File: src/rtl/core/block_average_decimator_unit_assert.svh
// ----------------------------------------------------------------------------
// block_average_decimator_unit assertion macros
// Concurrent assertion shorthands used by the decimator unit RTL.
// ----------------------------------------------------------------------------
`ifndef BLOCK_AVERAGE_DECIMATOR_UNIT_ASSERT_SVH
`define BLOCK_AVERAGE_DECIMATOR_UNIT_ASSERT_SVH

// Same-cycle implication, checked out of reset
`define BAD_ASSERT_SAME(lbl, clk, rst_n, ante, cons) \
    lbl: assert property (@(posedge clk) disable iff (!(rst_n)) (ante) |-> (cons)) \
        else $error("bad assertion failed: same-cycle implication");

// Next-cycle implication, checked out of reset
`define BAD_ASSERT_NEXT(lbl, clk, rst_n, ante, cons) \
    lbl: assert property (@(posedge clk) disable iff (!(rst_n)) (ante) |=> (cons)) \
        else $error("bad assertion failed: next-cycle implication");

`endif

File: src/rtl/core/bad_pkg.sv
// ----------------------------------------------------------------------------
// bad_pkg
// Shared constants and types for the block average decimator.
// ----------------------------------------------------------------------------
package bad_pkg;

    // Default parameter values
    localparam int DEF_MAX_FACTOR  = 256;
    localparam int DEF_SAMPLE_BITS = 24;

    // Configuration port
    localparam int CFG_INDEX_W = 2;
    localparam int CFG_DATA_W  = 16;

    localparam logic [CFG_INDEX_W-1:0] CFG_IDX_FACTOR   = 2'd0;
    localparam logic [CFG_INDEX_W-1:0] CFG_IDX_CAPACITY = 2'd1;

    // Register widths and reset values
    localparam int FACTOR_W = 9;
    localparam int COUNT_W  = 16;

    localparam logic [FACTOR_W-1:0] FACTOR_RESET   = 9'd1;
    localparam logic [COUNT_W-1:0]  CAPACITY_RESET = 16'hFFFF;

    // Result kinds
    localparam logic KIND_AVERAGE = 1'b0;
    localparam logic KIND_SUMMARY = 1'b1;

    // Divider status toward the sequencer
    typedef struct packed {
        logic busy;
        logic done;
    } bad_div_status_t;

endpackage

File: src/rtl/core/bad_divider.sv
// ----------------------------------------------------------------------------
// bad_divider
// Serial restoring divider: signed dividend by unsigned divisor, quotient
// truncated toward zero. One quotient bit per cycle, then a sign fix step.
// ----------------------------------------------------------------------------
module bad_divider
    import bad_pkg::*;
#(
    parameter int SUM_W = 33,
    parameter int DIV_W = 9,
    parameter int OUT_W = 24
) (
    input  logic                  aclk,
    input  logic                  aresetn,
    input  logic                  start,
    input  logic [SUM_W-1:0]      dividend,
    input  logic [DIV_W-1:0]      divisor,
    output bad_div_status_t       status,
    output logic [OUT_W-1:0]      quotient
);

    localparam int CNT_W = $clog2(SUM_W + 1);

    logic [SUM_W-1:0] quo_reg, quo_next;
    logic [DIV_W-1:0] rem_reg, rem_next;
    logic [DIV_W-1:0] divisor_reg, divisor_next;
    logic             neg_reg, neg_next;
    logic [CNT_W-1:0] cnt_reg, cnt_next;
    logic             busy_reg, busy_next;
    logic             done_reg, done_next;
    logic [OUT_W-1:0] result_reg, result_next;

    logic [DIV_W:0]   trial;
    logic             fits;
    logic [DIV_W:0]   trial_diff;
    logic [SUM_W-1:0] quo_signed;

    // Shift-subtract step
    assign trial      = {rem_reg, quo_reg[SUM_W-1]};
    assign fits       = trial >= {1'b0, divisor_reg};
    assign trial_diff = trial - {1'b0, divisor_reg};
    assign quo_signed = neg_reg ? (~quo_reg + {{(SUM_W-1){1'b0}}, 1'b1}) : quo_reg;

    always_comb begin
        quo_next     = quo_reg;
        rem_next     = rem_reg;
        divisor_next = divisor_reg;
        neg_next     = neg_reg;
        cnt_next     = cnt_reg;
        busy_next    = busy_reg;
        done_next    = 1'b0;
        result_next  = result_reg;
        if (start) begin
            // Load magnitude and sign
            neg_next     = dividend[SUM_W-1];
            quo_next     = dividend[SUM_W-1]
                           ? (~dividend + {{(SUM_W-1){1'b0}}, 1'b1}) : dividend;
            rem_next     = '0;
            divisor_next = divisor;
            cnt_next     = CNT_W'(SUM_W);
            busy_next    = 1'b1;
        end else if (busy_reg) begin
            if (cnt_reg != '0) begin
                rem_next = fits ? trial_diff[DIV_W-1:0] : trial[DIV_W-1:0];
                quo_next = {quo_reg[SUM_W-2:0], fits};
                cnt_next = cnt_reg - CNT_W'(1);
            end else begin
                // Sign fix and result latch
                result_next = quo_signed[OUT_W-1:0];
                busy_next   = 1'b0;
                done_next   = 1'b1;
            end
        end
    end

    always_ff @(posedge aclk) begin
        if (!aresetn) begin
            busy_reg <= 1'b0;
            done_reg <= 1'b0;
            cnt_reg  <= '0;
        end else begin
            busy_reg <= busy_next;
            done_reg <= done_next;
            cnt_reg  <= cnt_next;
        end
        quo_reg     <= quo_next;
        rem_reg     <= rem_next;
        divisor_reg <= divisor_next;
        neg_reg     <= neg_next;
        result_reg  <= result_next;
    end

    assign status.busy = busy_reg;
    assign status.done = done_reg;
    assign quotient    = result_reg;

endmodule

File: src/rtl/core/block_average_decimator_unit.sv
// Flow: a sample that closes no group is added to the running sum. One that closes a
// group below capacity runs SAMPLE_BITS + POS_W (9 at the defaults) quotient steps
// and a sign fix step in the serial divider, then its average request goes out; a
// block end puts the summary request out after it, or alone. Throughput: one sample
// per cycle between group ends and block ends; no sample is taken until the average
// and summary are out. Reset: synchronous, active low; factor 1, capacity 65535.
// ----------------------------------------------------------------------------
// block_average_decimator_unit
// Boxcar average and decimate: sums each group of samples and divides by the
// group size with a shared serial divider, and emits a summary at each block end.
// ----------------------------------------------------------------------------
module block_average_decimator_unit
    import bad_pkg::*;
#(
    parameter int MAX_FACTOR  = DEF_MAX_FACTOR,
    parameter int SAMPLE_BITS = DEF_SAMPLE_BITS
) (
    input  logic                   aclk,
    input  logic                   aresetn,
    // Configuration writes
    input  logic                   cfg_valid,
    output logic                   cfg_ready,
    input  logic [CFG_INDEX_W-1:0] cfg_index,
    input  logic [CFG_DATA_W-1:0]  cfg_data,
    // Sample requests
    input  logic                   s_valid,
    output logic                   s_ready,
    input  logic [SAMPLE_BITS-1:0] s_sample,
    input  logic                   s_block_end,
    // Result requests
    output logic                   m_valid,
    input  logic                   m_ready,
    output logic                   m_kind,
    output logic [SAMPLE_BITS-1:0] m_average,
    output logic [COUNT_W-1:0]     m_output_count,
    output logic                   m_too_short,
    output logic                   m_final_res
);

    `include "block_average_decimator_unit_assert.svh"

    // Largest factor reachable through the register
    localparam int FACT_REG_MAX = (1 << FACTOR_W) - 1;
    localparam int FACT_LIM     = (MAX_FACTOR < FACT_REG_MAX) ? MAX_FACTOR : FACT_REG_MAX;
    localparam int POS_W        = $clog2(FACT_LIM + 1);
    localparam int SUM_W        = SAMPLE_BITS + POS_W;

    typedef enum logic [1:0] {
        ST_IDLE,
        ST_DIV,
        ST_AVERAGE,
        ST_SUMMARY
    } state_t;

    state_t                 state_reg, state_next;
    logic [FACTOR_W-1:0]    factor_reg, factor_next;
    logic [COUNT_W-1:0]     capacity_reg, capacity_next;
    logic [SUM_W-1:0]       sum_reg, sum_next;
    logic [POS_W-1:0]       pos_reg, pos_next;
    logic [COUNT_W-1:0]     emitted_reg, emitted_next;
    logic                   last_pend_reg, last_pend_next;

    logic                   m_valid_reg, m_valid_next;
    logic                   m_kind_reg, m_kind_next;
    logic [SAMPLE_BITS-1:0] m_average_reg, m_average_next;
    logic [COUNT_W-1:0]     m_output_count_reg, m_output_count_next;
    logic                   m_too_short_reg, m_too_short_next;
    logic                   m_final_res_reg, m_final_res_next;

    logic [POS_W-1:0]       eff_factor;
    logic [COUNT_W-1:0]     eff_capacity;
    logic [SUM_W-1:0]       sum_acc;
    logic [POS_W-1:0]       pos_inc;
    logic                   group_done;
    logic                   cap_ok;
    logic                   out_free;
    logic                   div_start;
    bad_div_status_t        div_status;
    logic [SAMPLE_BITS-1:0] div_quotient;

    // Effective factor and capacity
    always_comb begin
        if (factor_reg == '0) begin
            eff_factor = POS_W'(1);
        end else if (factor_reg > FACTOR_W'(FACT_LIM)) begin
            eff_factor = POS_W'(FACT_LIM);
        end else begin
            eff_factor = factor_reg[POS_W-1:0];
        end
    end

    assign eff_capacity = (capacity_reg == '0) ? COUNT_W'(1) : capacity_reg;

    // Accumulate and group-close detect
    assign sum_acc    = sum_reg + {{(SUM_W-SAMPLE_BITS){s_sample[SAMPLE_BITS-1]}}, s_sample};
    assign pos_inc    = pos_reg + POS_W'(1);
    assign group_done = pos_inc >= eff_factor;
    assign cap_ok     = emitted_reg < eff_capacity;
    assign out_free   = !m_valid_reg || m_ready;

    // Configuration decode
    always_comb begin
        factor_next   = factor_reg;
        capacity_next = capacity_reg;
        if (cfg_valid) begin
            unique case (cfg_index)
                CFG_IDX_FACTOR:   factor_next   = cfg_data[FACTOR_W-1:0];
                CFG_IDX_CAPACITY: capacity_next = cfg_data[COUNT_W-1:0];
                default: ;
            endcase
        end
    end

    // Sequencer
    always_comb begin
        state_next          = state_reg;
        sum_next            = sum_reg;
        pos_next            = pos_reg;
        emitted_next        = emitted_reg;
        last_pend_next      = last_pend_reg;
        div_start           = 1'b0;
        m_valid_next        = m_valid_reg && !m_ready;
        m_kind_next         = m_kind_reg;
        m_average_next      = m_average_reg;
        m_output_count_next = m_output_count_reg;
        m_too_short_next    = m_too_short_reg;
        m_final_res_next    = m_final_res_reg;
        unique case (state_reg)
            ST_IDLE: begin
                if (s_valid) begin
                    if (group_done) begin
                        sum_next = '0;
                        pos_next = '0;
                        if (cap_ok) begin
                            div_start    = 1'b1;
                            emitted_next = emitted_reg + COUNT_W'(1);
                        end
                    end else begin
                        sum_next = sum_acc;
                        pos_next = pos_inc;
                    end
                    if (s_block_end) begin
                        sum_next       = '0;
                        pos_next       = '0;
                        last_pend_next = 1'b1;
                    end
                    if (group_done && cap_ok) begin
                        state_next = ST_DIV;
                    end else if (s_block_end) begin
                        state_next = ST_SUMMARY;
                    end
                end
            end
            ST_DIV: begin
                if (div_status.done) begin
                    state_next = ST_AVERAGE;
                end
            end
            ST_AVERAGE: begin
                if (out_free) begin
                    m_valid_next        = 1'b1;
                    m_kind_next         = KIND_AVERAGE;
                    m_average_next      = div_quotient;
                    m_output_count_next = '0;
                    m_too_short_next    = 1'b0;
                    m_final_res_next    = 1'b0;
                    state_next          = last_pend_reg ? ST_SUMMARY : ST_IDLE;
                end
            end
            ST_SUMMARY: begin
                if (out_free) begin
                    m_valid_next        = 1'b1;
                    m_kind_next         = KIND_SUMMARY;
                    m_average_next      = '0;
                    m_output_count_next = emitted_reg;
                    m_too_short_next    = (emitted_reg == '0);
                    m_final_res_next    = 1'b1;
                    emitted_next        = '0;
                    last_pend_next      = 1'b0;
                    state_next          = ST_IDLE;
                end
            end
            default: state_next = ST_IDLE;
        endcase
    end

    // State, config and output registers
    always_ff @(posedge aclk) begin
        if (!aresetn) begin
            state_reg     <= ST_IDLE;
            factor_reg    <= FACTOR_RESET;
            capacity_reg  <= CAPACITY_RESET;
            sum_reg       <= '0;
            pos_reg       <= '0;
            emitted_reg   <= '0;
            last_pend_reg <= 1'b0;
            m_valid_reg   <= 1'b0;
        end else begin
            state_reg     <= state_next;
            factor_reg    <= factor_next;
            capacity_reg  <= capacity_next;
            sum_reg       <= sum_next;
            pos_reg       <= pos_next;
            emitted_reg   <= emitted_next;
            last_pend_reg <= last_pend_next;
            m_valid_reg   <= m_valid_next;
        end
        m_kind_reg         <= m_kind_next;
        m_average_reg      <= m_average_next;
        m_output_count_reg <= m_output_count_next;
        m_too_short_reg    <= m_too_short_next;
        m_final_res_reg    <= m_final_res_next;
    end

    // Shared divider
    bad_divider #(
        .SUM_W (SUM_W),
        .DIV_W (POS_W),
        .OUT_W (SAMPLE_BITS)
    ) u_divider (
        .aclk     (aclk),
        .aresetn  (aresetn),
        .start    (div_start),
        .dividend (sum_acc),
        .divisor  (eff_factor),
        .status   (div_status),
        .quotient (div_quotient)
    );

    assign cfg_ready      = 1'b1;
    assign s_ready        = (state_reg == ST_IDLE);
    assign m_valid        = m_valid_reg;
    assign m_kind         = m_kind_reg;
    assign m_average      = m_average_reg;
    assign m_output_count = m_output_count_reg;
    assign m_too_short    = m_too_short_reg;
    assign m_final_res    = m_final_res_reg;

    // Checks
    `BAD_ASSERT_SAME(a_summary_fields, aclk, aresetn, m_valid && (m_kind == KIND_SUMMARY), m_final_res && (m_average == '0))
    `BAD_ASSERT_SAME(a_average_fields, aclk, aresetn, m_valid && (m_kind == KIND_AVERAGE), !m_final_res && !m_too_short && (m_output_count == '0))
    `BAD_ASSERT_NEXT(a_block_end_busy, aclk, aresetn, s_valid && s_ready && s_block_end, !s_ready)
    `BAD_ASSERT_SAME(a_div_only_in_div, aclk, aresetn, div_status.busy, state_reg == ST_DIV)

endmodule
File: config.mk
export PLATFORM = sky130hd
export DESIGN_NAME = block_average_decimator_unit
export DESIGN_NICKNAME = d
export VERILOG_FILES = /design/src/rtl/core/bad_pkg.sv /design/src/rtl/core/bad_divider.sv /design/src/rtl/core/block_average_decimator_unit.sv
export VERILOG_INCLUDE_DIRS = /design/src /design/src/rtl/core
export SDC_FILE = /design/constraint.sdc
export NUM_CORES = 1
export LEC_CHECK = 0
export BUFFER_PORTS_ARGS = -buffer_cell sky130_fd_sc_hd__clkbuf_2
export CORE_MARGIN = 1
export CORE_UTILIZATION = 55
export CTS_CLUSTER_SIZE = 16
export DETAILED_ROUTE_END_ITERATION = 7
export GPL_TIMING_DRIVEN = 0
export PLACE_DENSITY = 0.85
export RECOVER_POWER = 50
export SLEW_MARGIN = 20
export SYNTH_ARGS = -nofsm -noshare
export SYNTH_HDL_FRONTEND = slang
export SYNTH_SLANG_ARGS = --single-unit
export TNS_END_PERCENT = 30
File: constraint.sdc
create_clock -name aclk -period 6.48 [get_ports aclk]
set_clock_uncertainty 0.05 [all_clocks]
set_input_delay 0.324 -clock aclk [delete_from_list [all_inputs] [get_ports aclk]]
set_output_delay 0.324 -clock aclk [all_outputs]
set_load 0.005 [all_outputs]
After elaboration in Yosys (flattened, before gate mapping) --
Cells that the tools add are included.
Cells by class: equal/unequal tests 12, mux-type cells 52, reductions and logical operators 28, magnitude comparators 4, bitwise operators 6, $add $sub $neg 7
Operators with widths (number):
- $mux W33 | 6
- $mux W16 | 6
- $mux W24 | 3
- $pmux W16 S2 | 2
- $pmux W24 S2 | 1
- $mux W9 | 5
- $add A33 B1 Y33 const B | 1
- $add A33 B33 Y33 | 1
- $not A33 Y33 | 1
- $logic_not A16 Y1 | 2
- $add A24 B1 Y24 const B | 1
- $not A24 Y24 | 1
- $mux W6 | 3
- $add A16 B1 Y16 const B | 1
- $lt A16 B16 Y1 | 1
- $mux W1 | 15
- $mux W2 | 7
- $ge A10 B9 Y1 | 1
- $reduce_and A2 Y1 | 5
- $reduce_and A5 Y1 | 2
- $add A9 B1 Y9 const B | 1
- $ge A9 B9 Y1 | 1
- $gt A9 B9 Y1 const B | 1
- $logic_not A9 Y1 | 1
- other kinds (20) | 40
Storage, ports and cells: word-level logic and storage cells 130, output and inout bits 46, bits in registers 213, input port bits 48

Logic depth before layout (Yosys ltp) --
Gate-level depths: netlist (run 1).
depth in word-level cells 9, gate-level depth with buffers 16, gate-level depth less buffers 15

Modules after synthesis --
Synthesis (run 1) repeated with hierarchy kept, for this count alone.
Second synthesis, totals: cell total of the unflattened synthesis 1301, area total of the unflattened synthesis 12344.3 sq um
Modules (own cells, without submodules):
- block_average_decimator_unit | area each 7523.5 sq um, cells each 838, times used 1, seq. area each 3002.9 sq um
- bad_divider | area each 4820.9 sq um, cells each 463, times used 1, seq. area each 2352.3 sq um

Least setup slack after synthesis (run 1) --
No wires, ideal clock.
path type reg2reg, start register factor_reg[4], end register u_divider.result_reg[0] (netlist: u_divider.quotient[0]) (enable), cell stages (with the launch flop) 15, required time 6.025 ns, buffers on the path 1, arrival 3.539 ns, setup slack 2.486 ns, clock period less this slack 3.994 ns, library setup time 0.405 ns, cells stage by stage dfxtp_1 nor4_1 a21oi_1 nor2_1 ha_1 nand2b_1 a21o_1 a21o_1 a21oi_1 o21ai_0 a21o_1 nand3_1 clkinv_1 buf_1 nor2_1
On the way: longest elaborated chain between the ends 9, elaborated cells on any way between the ends 10, classes of those cells order compare (2); mux (5); bitwise (1); reduce/logical (2)
Ends and longest elaborated chain:
- start: declaration | line block_average_decimator_unit.sv:56 | logic [FACTOR_W-1:0] factor_reg, factor_next;
- start signal: assignment | line block_average_decimator_unit.sv:200 | factor_reg <= factor_next;
- $gt A9 B9 Y1 | line block_average_decimator_unit.sv:85 | end else if (factor_reg > FACTOR_W'(FACT_LIM)) begin
- $mux W9 | line block_average_decimator_unit.sv:85
- $mux W9 (*) | line block_average_decimator_unit.sv:83 | if (factor_reg == '0) begin
- named net eff_factor[0] | line block_average_decimator_unit.sv:70 | logic [POS_W-1:0] eff_factor;
- $ge A9 B9 Y1 (*) | line block_average_decimator_unit.sv:97 | assign group_done = pos_inc >= eff_factor;
- $mux W1 (*) | line block_average_decimator_unit.sv:131 | if (group_done) begin
- $mux W1 (*) | line block_average_decimator_unit.sv:130 | if (s_valid) begin
- $mux W1 (*) | line block_average_decimator_unit.sv:128 | unique case (state_reg)
- $not A1 Y1 (no line) (*)
- $reduce_and A3 Y1 (no line) (*)
- end signal: assignment | line bad_divider.sv:90 | result_reg <= result_next;
- end: declaration | line bad_divider.sv:31 | logic [OUT_W-1:0] result_reg, result_next;
Mark *: on every way through the listed nets, which the timed path passes. The rest lies on a longest branch. A chain may end at the register's enable or synchronous reset.

Worst setup path in the final report (run 1) --
start register factor_reg[4], end register u_divider.busy_reg
On the way: longest elaborated chain between the ends 8, elaborated cells on any way between the ends 9, classes of those cells order compare (2); mux (6); reduce/logical (1)
Ends and longest elaborated chain:
- $gt A9 B9 Y1 | line block_average_decimator_unit.sv:85
- $mux W9 | line block_average_decimator_unit.sv:85
- $mux W9 (*) | line block_average_decimator_unit.sv:83
- named net eff_factor[0] | line block_average_decimator_unit.sv:70
- $ge A9 B9 Y1 (*) | line block_average_decimator_unit.sv:97
- $mux W1 (*) | line block_average_decimator_unit.sv:131
- $mux W1 (*) | line block_average_decimator_unit.sv:130
- $mux W1 (*) | line block_average_decimator_unit.sv:128
- $mux W1 (*) | line bad_divider.sv:53 | if (start) begin
- end signal: assignment | line bad_divider.sv:82 | busy_reg <= busy_next;
- end: declaration | line bad_divider.sv:29 | logic busy_reg, busy_next;
Marked as above.

==> results list, run 1 <==
* Highest net fanout along the worst path: 34
* TritonCTS clock tree: yes
* Post-route antenna net violation count: 0
- In the synthesized netlist the async set-or-reset flop fraction comes to 0.
- Wires add up to ~31000 um.
- The area growth from synthesis to layout is 14.1%.
- Input and output buffers added on the ports amount to 92.
* Setup tns final: 0 ns
* CTS Sinks: 213
* Overall global routing resource usage: 0.265
- Sequential share of the synthesized area: 0.423
* Combined buffer and inverter count along the critical path: 2
- After detailed routing, the number of remaining DRC violations is 2.
* Number of buffers added by the clock tree synthesis step: 24
- Clock insertion delay at the later pin of the skew report: approximately 0.53 ns
- Tightest Pin Transition: roughly 1.5 ns
- The number of different library cells used by synthesis comes to 94.
- Across the VDD grid, the largest voltage drop is between 200 and 250 uV.
- Clock tree buffer depth: 3
- Number of buffers inserted to repair setup after CTS: 0
- Design Power: 4.16 mW
- Count of placed standard cells in the final layout, fillers left out: around 1800
* Reg clk slew, reported paths: about 0.060 ns
- The root buffer cell chosen for the clock tree is sky130_fd_sc_hd__clkbuf_16.
* GPL Wtd Cong: between 0.9 and 1
- Die Height: approximately 150 um
* Critical Path RT: approximately 7 ns
- Share of layout cells above drive strength 1: 0.113
* Drt first-iter violations: around 900
- Based on the critical path, the design can be clocked at up to about 220 MHz.
* Detailed-route vias per instance: 6.06
- Share of Yosys cell area claimed by the top area cell type: 0.258
* Ordered list of cells on the worst path: nor4_1 > a21oi_1 > nor2_1 > ha_1 > nand2b_1 > a21o_1 > a21o_1 > a21oi_1 > o21ai_0 > a21o_1 > nand3_1 > clkbuf_1 > clkbuf_1 > nand2_2 > and2_1
* RSZ-0062 raised after global routing: false
* HPWL after DPL: approximately 23000 um
- Ratio of final minimum period to clock period: 0.692
- In this run, post-CTS hold repair placed 10 buffers.
* Mean routed wirelength per cell: 17.3 um
* EDFF count, synth: around 110
* Cell class contributing the biggest share of worst-path delay: simple AND/OR/NAND/NOR gates
- For this run, the detailed router's first-pass iteration total came to 7.
- Nets in the synthesized netlist: 1484
- Vias after detailed routing: 10900
* Count of instances resized after the clock tree is built: 0
* Leading register cell type out of synthesis: sky130_fd_sc_hd__edfxtp_1
- Horizontal extent of the die: around 150 um
* Maximum number of pins on one net before global-route repair: 43
- Most frequent cell on the critical path: sky130_fd_sc_hd__a21o_1
- 0 antenna diodes ended up in the layout.
- Area of the mapped netlist: ~13000 um2
- Worst Setup Slack post-DPL: roughly 2.1 ns
* Standard cell with the maximum stage delay on the critical path: sky130_fd_sc_hd__nand2_2
* Synthesized area divided by synthesized cell count: a little over 9 um2
- Largest area contributor in the synthesized netlist: sky130_fd_sc_hd__edfxtp_1
- Top-Level Pins: 94
- Core Rows: 55
- The max-slew violation total from the final report was 0.
* Dominant cells by area after synthesis: sky130_fd_sc_hd__edfxtp_1 26%, sky130_fd_sc_hd__dfxtp_1 16%, sky130_fd_sc_hd__ha_1 7.1%
- In this run the number of H-tree levels came out at 1.
- Setup violations remaining at the end of the flow were counted as 0.
- Worst Path Class, Setup: flip-flop to flip-flop
* Run status: complete, but fails checks
- Worst rel slew slack: 0.0158
* Kind of start point of the critical path: flip-flop
- GRT Residual Overflow: 0
* Gate count after technology mapping: between 1000 and 1500
- Count of warnings emitted by yosys: 0
* Maximum single-stage delay on the critical path: ~0.64 ns
- Worst setup margin: approximately 2 ns
- The path class of the tightest hold or removal check is input pin to flip-flop.
* Total power per unit cell area: around 290 nW/um2
- Starting Density: 0.560
- Global-route wire length before repair: roughly 51000 um
* Floorplan core area: ~23000 um2
* CP arrival: around 4.8 ns
- # nets final: 1613
- For this design the static power due to leakage is about 5.8 nW.
* Initial antenna violation count: 0
- The worst setup path is captured at a flip-flop.
* Fill cell count: between 1500 and 2000
- Total count of hold-check failures in the final report: 0
- Crit path time final: 4.49 ns
- The tool flagged a number of max-cap violations equal to 1.
* #FFs+latches synth: about 210
- Die footprint: ~24000 um2
- Once placement completed, the tool counted placed cells totaling ~1700.
- The final reports fail on design-rule violations, max-capacitance violations.
* Number of global-route vias before repair: between 10000 and 15000
## through the flow
| step | cell area [um2] | hold WS (ns) | util |
|---|---|---|---|
| after floorplan | 12700 | 0.382 | - |
| after CTS | 14500 | 0.00308 | 0.639 |
| after global routing | 14500 | 0.0226 | 0.638 |
| final | 14500 | 0.0175 | 0.638 |
| after global placement | 13500 | 0.394 | 0.596 |
| after detailed placement | 13500 | 0.420 | 0.597 |
## worst reg2reg max path: cells and delay by family, from the launching register on
family | cells | cell delay (ns)
AND/OR/NAND/NOR | 6 | 1.75
buffers and inverters | 2 | 1.07
adder cells (fa/ha/maj) | 1 | 0.24
flip-flops | 1 | 0.33
AO/OA/AOI/OAI | 6 | 0.94
## worst paths after layout
check	endpoint	cells after the start	slack, ns	from
worst max-delay path	u_divider.busy_reg	15	1.99	factor_reg[4]
worst min-delay path	capacity_reg[4]	3	0.02	cfg_data[4]
worst max register to register	u_divider.busy_reg	15	1.99	factor_reg[4]
worst min register to register	u_divider.rem_reg[8]	2	0.43	u_divider.rem_reg[8]
## synthesized netlist by cell type, drive strengths merged (43+ instances only)
cell    number
edfxtp     109
nor2        84
nor2b       52
and2        43
dfxtp      104
nand2      145
a21oi       76
inv         58
o21ai       93
xnor2       53
clkbuf      54
ha          72
## power by group
part | internal, mW | leakage, nW | switching, mW
Sequential | 1.61 | 1.87 | 0.0999
Combinational | 0.373 | 3.50 | 0.588
Clock | 0.934 | 0.426 | 0.556
## area by class of cell
cell class | instances | area (um2) | share of cell area
plain buffers | 71 | 318 | 0.0220
clock inverters | 14 | 234 | 0.0162
inverters | 60 | 225 | 0.0156
flip-flops and latches | 213 | 5360 | 0.370
clock buffers | 30 | 633 | 0.0438
well taps | 285 | 357 | 0.0247
repair buffers | 103 | 554 | 0.0383
multi-input cells | 1018 | 6780 | 0.469
## logic make-up after synthesis
logic type,synth area share
other,0.000296
multiplexers,0.0115
XOR/XNOR,0.0581
AO/OA/AOI/OAI,0.192
buffers and inverters,0.0429
adder cells (fa/ha/maj),0.0742
flip-flops,0.423
AND/OR/NAND/NOR,0.198
## routing by layer
layer  wire length, um  vias up  track usage
met5                 0        -            0
met4              1010        0       0.0990
met3              2110       80       0.0341
met2             14100      458        0.434
met1             13900     5104        0.360
li1                  -     5221            -
## cell usage in the layout, fill, tap and decap left out, types with 7 or more instances in the layout
cell type                       synthesis  routed
sky130_fd_sc_hd__nor2_1                84      83
sky130_fd_sc_hd__a211oi_1              19      19
sky130_fd_sc_hd__o21ai_0               84      84
sky130_fd_sc_hd__a21o_1                23      23
sky130_fd_sc_hd__nand2_1              145     144
sky130_fd_sc_hd__nand4_1               15      15
sky130_fd_sc_hd__or3_1                 19      19
sky130_fd_sc_hd__a221oi_1               7       7
sky130_fd_sc_hd__clkbuf_16              0      24
sky130_fd_sc_hd__buf_2                  8       8
sky130_fd_sc_hd__clkbuf_2               0      78
sky130_fd_sc_hd__a21boi_0               7       7
sky130_fd_sc_hd__edfxtp_1             109     109
sky130_fd_sc_hd__a21oi_2                7       7
sky130_fd_sc_hd__nor3_1                16      16
sky130_fd_sc_hd__o211ai_1              22      22
sky130_fd_sc_hd__nor4_1                14      14
sky130_fd_sc_hd__inv_1                 57      57
sky130_fd_sc_hd__nand3_1               33      33
sky130_fd_sc_hd__clkbuf_1              54      74
sky130_fd_sc_hd__and2_0                 0      20
sky130_fd_sc_hd__dfxtp_1              104     104
sky130_fd_sc_hd__o31ai_1               11      11
sky130_fd_sc_hd__a22oi_1               33      33
sky130_fd_sc_hd__mux2i_1               13      13
sky130_fd_sc_hd__dlygate4sd3_1          0      10
sky130_fd_sc_hd__o21ai_1                8       8
sky130_fd_sc_hd__xor2_1                31      31
sky130_fd_sc_hd__a21oi_1               68      68
sky130_fd_sc_hd__and3_1                22      22
sky130_fd_sc_hd__nand2b_1               9       9
sky130_fd_sc_hd__a31oi_1                7       7
sky130_fd_sc_hd__nor2b_1               52      52
sky130_fd_sc_hd__o21a_1                 8       8
sky130_fd_sc_hd__ha_1                  72      72
sky130_fd_sc_hd__and2_1                40      20
sky130_fd_sc_hd__xnor2_1               53      53
Power figures use the tool's default switching activity.
==> run 2, diff against run 1 <==
clock period = 4.6 ns   (was 6.48 ns; I/O delays follow)
==> run 2 against run 1 <==
Net effect: the run still ends with design-rule violations, max-capacitance violations left; register-to-register slack worse by 1.7 ns; routed wire length up 2.1%; die area did not move; non-clock buffer count rose by 7; cell area is 0.56% higher; power increased by 41%; combinational power grew 42%; clock power up 41%; fmax increased by 4.6%; highest routed layer unchanged.
==> results list, run 2 (synthesis gave the netlist of run 1 again) <==
* Register-to-register path setup slack: 0.31 ns (-1.68 ns)
- Final-report max-slew violation count: 0 (unchanged)
* Most frequent cell on the critical path: sky130_fd_sc_hd__a21o_1
* Count of placed standard cells in the final layout, fillers left out: 1801 (+0.39%)
- Peak Freq: 233 MHz (+4.6%)
* Post-route antenna net violation count: 0 (unchanged)
- Kind of start point of the critical path: flip-flop
* Design Power: 5.88 mW (+41%)
- The internal portion of total power was 4.11 mW (+41%).
- TritonCTS built the clock tree.
* RSZ-0062 raised after global routing: true
- The iteration-0 DRC count of the detailed router came to 859 (-4.4%).
- Starting Density: 0.560 (unchanged)
- Core Rows: 55 (unchanged)
* Layout overhead on the synthesized area: 14.7%
- The setup path with the least slack is of type flip-flop to flip-flop.
* Final setup violation count: 0 (unchanged)
- Violations in the final reports: design-rule violations, max-capacitance violations
* Worst setup margin: 0.313 ns (-1.68 ns)
- Maximum number of pins on one net before global-route repair: 43 (unchanged)
* Critical Path RT: 4.96 ns (-1.88 ns)
* Ordered list of cells on the worst path: nor4_1 > a21oi_1 > nor2_1 > ha_1 > nand2b_1 > a21o_1 > a21o_1 > a21oi_1 > o21ai_0 > a21o_1 > nand3_1 > clkbuf_1 > clkbuf_1 > nand2_4 > and2_1
- Initial antenna violation count: 0 (unchanged)
- # nets final: 1620 (+0.43%)
- The worst setup path is captured at a flip-flop.
- Utilization after layout: 0.642 (+0.00359)
* Global-route wire length before repair: 51900 um (+1.6%)
- Number of input and output port buffers inserted: 92 (unchanged)
* HPWL after DPL: 22900 um (unchanged)
- Detailed-route DRC error count: 2 (unchanged)
- Die footprint: 23700 um2 (unchanged)
* Clock insertion delay at the later pin of the skew report: 0.54 ns (about the same)
* Combined buffer and inverter count along the critical path: 2 (unchanged)
- H-Tree Depth: 1 (unchanged)
- Die Height: 154 um (unchanged)
* Total count of hold-check failures in the final report: 0 (unchanged)
- The arrival time at the worst endpoint is 4.65 ns (-0.19 ns).
- The routability congestion estimate is 0.963 (unchanged).
- The count of clock tree sinks was 213 (unchanged).
* Worst IR drop on VDD: 323 uV (+43%)
- Number of global-route vias before repair: 10400 (+0.24%)
- The first-pass detailed-route iteration total came to 7 (unchanged).
- Worst hold path class: input pin to flip-flop
- Highest net fanout along the worst path: 34 (unchanged)
* Ratio of final minimum period to clock period: 0.932 (+0.240)
- The clock-pin slew on the worst setup and hold paths was 0.06 ns (about the same).
* Top-Level Pins: 94 (unchanged)
- Horizontal extent of the die: 154 um (unchanged)
* Mean routed wirelength per cell: 17.6 um (+1.7%)
* Vias after detailed routing: 10900 (+0.72%)
- The total power per unit cell area came to 404 nW/um2 (+40%).
* Cell class contributing the biggest share of worst-path delay: simple AND/OR/NAND/NOR gates
- The total clock buffers created by CTS was 24 (unchanged).
* Clock tree buffer depth: 3 (unchanged)
- Routed wire length: 31700 um (+2.1%)
- Worst Setup Slack post-DPL: 0.206 ns (-1.88 ns)
- The net switching fraction of the power came to 0.300 (+0.00130).
* Crit path time final: 4.29 ns (-0.199 ns)
* Power share of the combinational group: 0.233 (+0.002)
- The total leakage power was 5.83 nW (+0.59%).
- Clk pwr share: 0.358 (about the same)
- The largest stage delay on the critical path was 0.65 ns (about the same).
- The slowest stage of the critical path is the sky130_fd_sc_hd__clkbuf_1 cell.
- Commonest non-fill, non-tap cells in the layout: 144 x sky130_fd_sc_hd__nand2_1, 109 x sky130_fd_sc_hd__edfxtp_1, 104 x sky130_fd_sc_hd__dfxtp_1
* Max Cap Viol: 1 (unchanged)
- Ant. Diodes: 0 (unchanged)
- Placed instance count: 1740 (unchanged)
- Worst rel slew slack: 0.0154 (-0.000410)
* Floorplan core area: 22600 um2 (unchanged)
- Sequential share of power: 0.410 (about the same)
- Run status: complete, but fails checks
- Most common cell after layout, fill and taps aside: sky130_fd_sc_hd__nand2_1
* Detailed-route vias per instance: 6.07 (+0.33%)
- The global-route congestion overflow total came to 0 (unchanged).
- Overall global routing resource usage: 0.270 (+0.00495)
- Tightest Pin Transition: 1.48 ns (+0.000615 ns)
- Share of layout cells above drive strength 1: 0.113 (+0.000139)
- Reported net switching power: 1.77 mW (+42%)
* Number of buffers inserted to repair setup after CTS: 0 (unchanged)
* Clock root buffer: sky130_fd_sc_hd__clkbuf_16
## run 2: what timing repair did
item,in CTS,in global routing
setup endpoints to repair,0,58
endpoints found under the hold margin,25,0
hold buffers,17,0
resized for setup,0,4
## run 2: worst paths after layout
path | startpoint | to | cells after the start
worst max-delay path | factor_reg[4] | u_divider.busy_reg | 15
worst min-delay path | s_block_end | last_pend_reg | 3
worst max register to register | factor_reg[4] | u_divider.busy_reg | 15
worst min register to register | u_divider.rem_reg[8] | u_divider.rem_reg[8] | 2
## run 2: per-layer routing
metal | wire (um) | vias to the layer above | GRT usage
li1 | - | 5233 | -
met1 | 13900 | 5167 | 0.366
met2 | 14500 | 467 | 0.445
met3 | 2310 | 74 | 0.0347
met4 | 1020 | 0 | 0.0971
met5 | 0 | - | 0
## run 2: final cells by class
| type | count | area [um2] |
|---|---|---|
| plain buffers | 71 | 319 |
| multi-input cells | 1018 | 6790 |
| clock inverters | 14 | 234 |
| repair buffers | 110 | 624 |
| well taps | 285 | 357 |
| clock buffers | 30 | 633 |
| fillers | 1770 | 8100 |
| flip-flops and latches | 213 | 5360 |
| inverters | 60 | 225 |
## run 2: tightest hold or removal path, delay by kind of cell
kind | cells | cell delay (ns)
buffers and inverters | 1 | 0.20
and+or+nand+nor | 1 | 0.10
AOI/OAI and AO/OA | 1 | 0.13
## run 2: power groups by stage
stage	registers (mW)	logic, mW	clock network, mW
final	2.41	1.37	2.10
after global routing	2.43	1.52	2.19
after CTS	2.40	1.35	2.11
after detailed placement	2.44	1.32	0
after global placement	2.43	1.27	0
after floorplan	2.40	0.993	0
## run 2: through the flow
stage	cell area, um2	hold WS, ns	TNS [ns]
floorplan	12700	0.308	0
global placement	13500	0.394	-7.53
detailed placement	13500	0.415	0
CTS	14500	0.0976	0
global route	14500	0.117	-0.00959
finish	14500	0.103	0
==> run 3, diff against run 2 <==
CTS_BUF_LIST = sky130_fd_sc_hd__clkbuf_8   (was not set)
==> run 3 against run 2 <==
Net effect: the run still ends with design-rule violations, max-capacitance violations left; power fell by 9.9%; count of clock-buffer cells in the layout increased by 7; final cell count grew 1.2%.
==> results list, run 3 (synthesis gave the netlist of run 1 again) <==
- The count of clock tree sinks came to 213 (unchanged).
- The max-slew violation total from the final report was 0 (unchanged).
- Worst Hold End: last_pend_reg
- Worst Path Class, Setup: flip-flop to flip-flop
- The wire length reported by the detailed router is 30900 um (-2.7%).
* Worst Reg-to-Reg Cells: 13 (-2)
- The pin count of the biggest net entering global routing came to 43 (unchanged).
- Multi-input gate area in the final layout: 6790 um2 (unchanged)
- Drt first-iter violations: 772 (-10%)
- Total count of hold-check failures in the final report: 0 (unchanged)
- The buffer and inverter count on the worst path is 2 (unchanged).
- Worst IR drop on VDD: 218 uV (-33%)
* Final setup violation count: 0 (unchanged)
- Grouping stages by cell kind, the critical path spends the most delay in simple AND/OR/NAND/NOR gates.
- The number of vias per cell after detailed routing is 5.99 (-1.4%).
- Tightest Pin Transition: 1.49 ns (+0.0137 ns)
- The initial antenna violation count was 0 (unchanged).
* Number of input and output port buffers inserted: 92 (unchanged)
* Worst r2r dst: u_divider.busy_reg
- Design Power: 5.30 mW (-9.9%)
- The cell area after placement is 13500 um2 (unchanged).
* Worst setup EP type: flip-flop
- Run status: complete, but fails checks
- Floorplan core area: 22600 um2 (unchanged)
- Mean routed wirelength per cell: 17.0 um (-3.8%)
* Post-route cell area: 14300 um2 (-1.6%)
- Critical Path RT: 4.97 ns (about the same)
- The overall die area was 23700 um2 (unchanged).
* Vias after detailed routing: 10900 (-0.29%)
- The first-pass detailed-route iteration total was 7 (unchanged).
- Number of global-route vias before repair: 10300 (-0.65%)
* HPWL after DPL: 22900 um (unchanged)
- TritonCTS built the clock tree.
* Peak Freq: 239 MHz (+2.5%)
- Core Rows: 55 (unchanged)
- The die height was 154 um (unchanged).
- The number of ports placed on the die boundary was 94 (unchanged).
- Worst hold slack after final layout: 0.0749 ns (-0.0283 ns)
- Crit path time final: 4.18 ns (-0.106 ns)
* RSZ-0062 raised after global routing: false
- GRT Residual Overflow: 0 (unchanged)
- Total power per unit cell area: 370 nW/um2 (-8.5%)
- The largest stage delay on the critical path was 0.62 ns (-0.03 ns).
- Horizontal extent of the die: 154 um (unchanged)
- Highest net fanout along the worst path: 34 (unchanged)
* Kind of start point of the critical path: flip-flop
* GPL Wtd Cong: 0.963 (unchanged)
* Starting Density: 0.560 (unchanged)
- The number of stages on the worst hold path was 3 (unchanged).
- The number of maximum-capacitance violations is 1 (unchanged).
- Leak pwr: 5.79 nW (-0.76%)
- The final cycle utilization of the critical path came to 0.909 (-0.0230).
- Worst rel slew slack: 0.00629 (-0.00913)
- From synthesis to final layout, the design area changed by 12.9%.
- Clock root buffer: sky130_fd_sc_hd__clkbuf_8
- Ant. Diodes: 0 (unchanged)
- Violations in the final reports: design-rule violations, max-capacitance violations
* H-Tree Depth: 2 (+1)
- Beginning of the worst register-to-register path: pos_reg[0]
- The worst hold path begins at s_block_end.
* Clock tree buffer depth: 3 (unchanged)
- The final net count came to 1632 (+0.74%).
- The DRC violation count after routing was 2 (unchanged).
- The worst slack at placement came to 0.206 ns (unchanged).
- Register-to-register path setup slack: 0.42 ns (+0.11 ns)
* Fill cell count: 1840 (+4.0%)
* Worst setup margin: 0.419 ns (+0.106 ns)
* Most common cell after layout, fill and taps aside: sky130_fd_sc_hd__nand2_1
- The final total negative setup slack was 0 ns (unchanged).
- The critical path goes through nand3_1 > nor2_1 > xor2_1 > ha_1 > a21o_1 > a211oi_1 > o21ai_0 > a21o_1 > nand3_1 > clkbuf_1 > clkbuf_1 > nand2_4 > and2_1.
- The total clock buffers created by CTS is 36 (+50%).
- Share of layout cells above drive strength 1: 0.120 (+0.00692)
- Post-route antenna net violation count: 0 (unchanged)
* Global-route wire length before repair: 50400 um (-3.0%)
- Worst hold path class: input pin to flip-flop
- The insertion delay to the later sink of the worst-skew pair was 0.56 ns (+0.02 ns).
- Reg clk slew, reported paths: 0.06 ns (about the same)
- The arrival time at the worst endpoint is 4.55 ns (-0.10 ns).
* Overall global routing resource usage: 0.263 (-0.00746)
* Commonest non-fill, non-tap cells in the layout: 144 x sky130_fd_sc_hd__nand2_1, 109 x sky130_fd_sc_hd__edfxtp_1, 104 x sky130_fd_sc_hd__dfxtp_1
- Standard cell with the maximum stage delay on the critical path: sky130_fd_sc_hd__clkbuf_1
- Seq. cell area: 5360 um2 (unchanged)
==> run 3: final cells by class <==
type,instances,area share
buffer,71,0.0222
clock buffer,37,0.0356
clock inverter,28,0.00909
inverter,60,0.0157
multi-input combinational,1018,0.474
sequential,213,0.374
tap,285,0.0249
timing repair buffer,110,0.0438
==> run 3: worst max-delay path by stage <==
stage               depth (start not counted)                     end           from
global placement                           14  u_divider.quotient[23]  factor_reg[4]
floorplan                                  14   u_divider.quotient[0]  factor_reg[4]
finish                                     13      u_divider.busy_reg     pos_reg[0]
CTS                                        13      u_divider.busy_reg     pos_reg[0]
detailed placement                         13      u_divider.busy_reg     pos_reg[0]
global route                               15  u_divider.quotient[21]  factor_reg[4]
==> run 3: metrics by stage <==
step	utilization	std cells
detailed placement	0.597	1740
global placement	0.596	1739
global route	0.632	1822
finish	0.632	1822
floorplan	-	1362
CTS	0.632	1822
==> run 3: metal layers <==
metal  track usage  wire (um)  up-vias
met5             0          0        -
li1              -          -     5265
met4         0.107        828        0
met1         0.356      14000     5124
met2         0.423      14000      446
met3        0.0392       2070       74
==> run 3: repair_timing <==
| action | 4_1_cts | 5_1_grt |
|---|---|---|
| buffers inserted | 0 | 0 |
| endpoints found under the setup margin | 0 | 47 |
| gates resized for setup | 0 | 2 |
| endpoints found under the hold margin | 26 | 0 |
| hold buffers | 17 | 0 |
==> run 3: where the power goes <==
group | internal (mW) | switching [mW] | total (mW)
Combinational | 0.531 | 0.830 | 1.36
Sequential | 2.27 | 0.138 | 2.41
Clock | 0.758 | 0.771 | 1.53
==> run 3: worst reg2reg max path, cell delays in order (launching register included) <==
cell                       delay (ns)
sky130_fd_sc_hd__dfxtp_1         0.44
sky130_fd_sc_hd__nand3_1         0.17
sky130_fd_sc_hd__nor2_1          0.21
sky130_fd_sc_hd__xor2_1          0.24
sky130_fd_sc_hd__ha_1            0.29
sky130_fd_sc_hd__a21o_1          0.19
sky130_fd_sc_hd__a211oi_1        0.21
sky130_fd_sc_hd__o21ai_0         0.12
sky130_fd_sc_hd__a21o_1          0.23
sky130_fd_sc_hd__nand3_1         0.12
sky130_fd_sc_hd__clkbuf_1        0.45
sky130_fd_sc_hd__clkbuf_1        0.62
sky130_fd_sc_hd__nand2_4         0.44
sky130_fd_sc_hd__and2_1          0.31
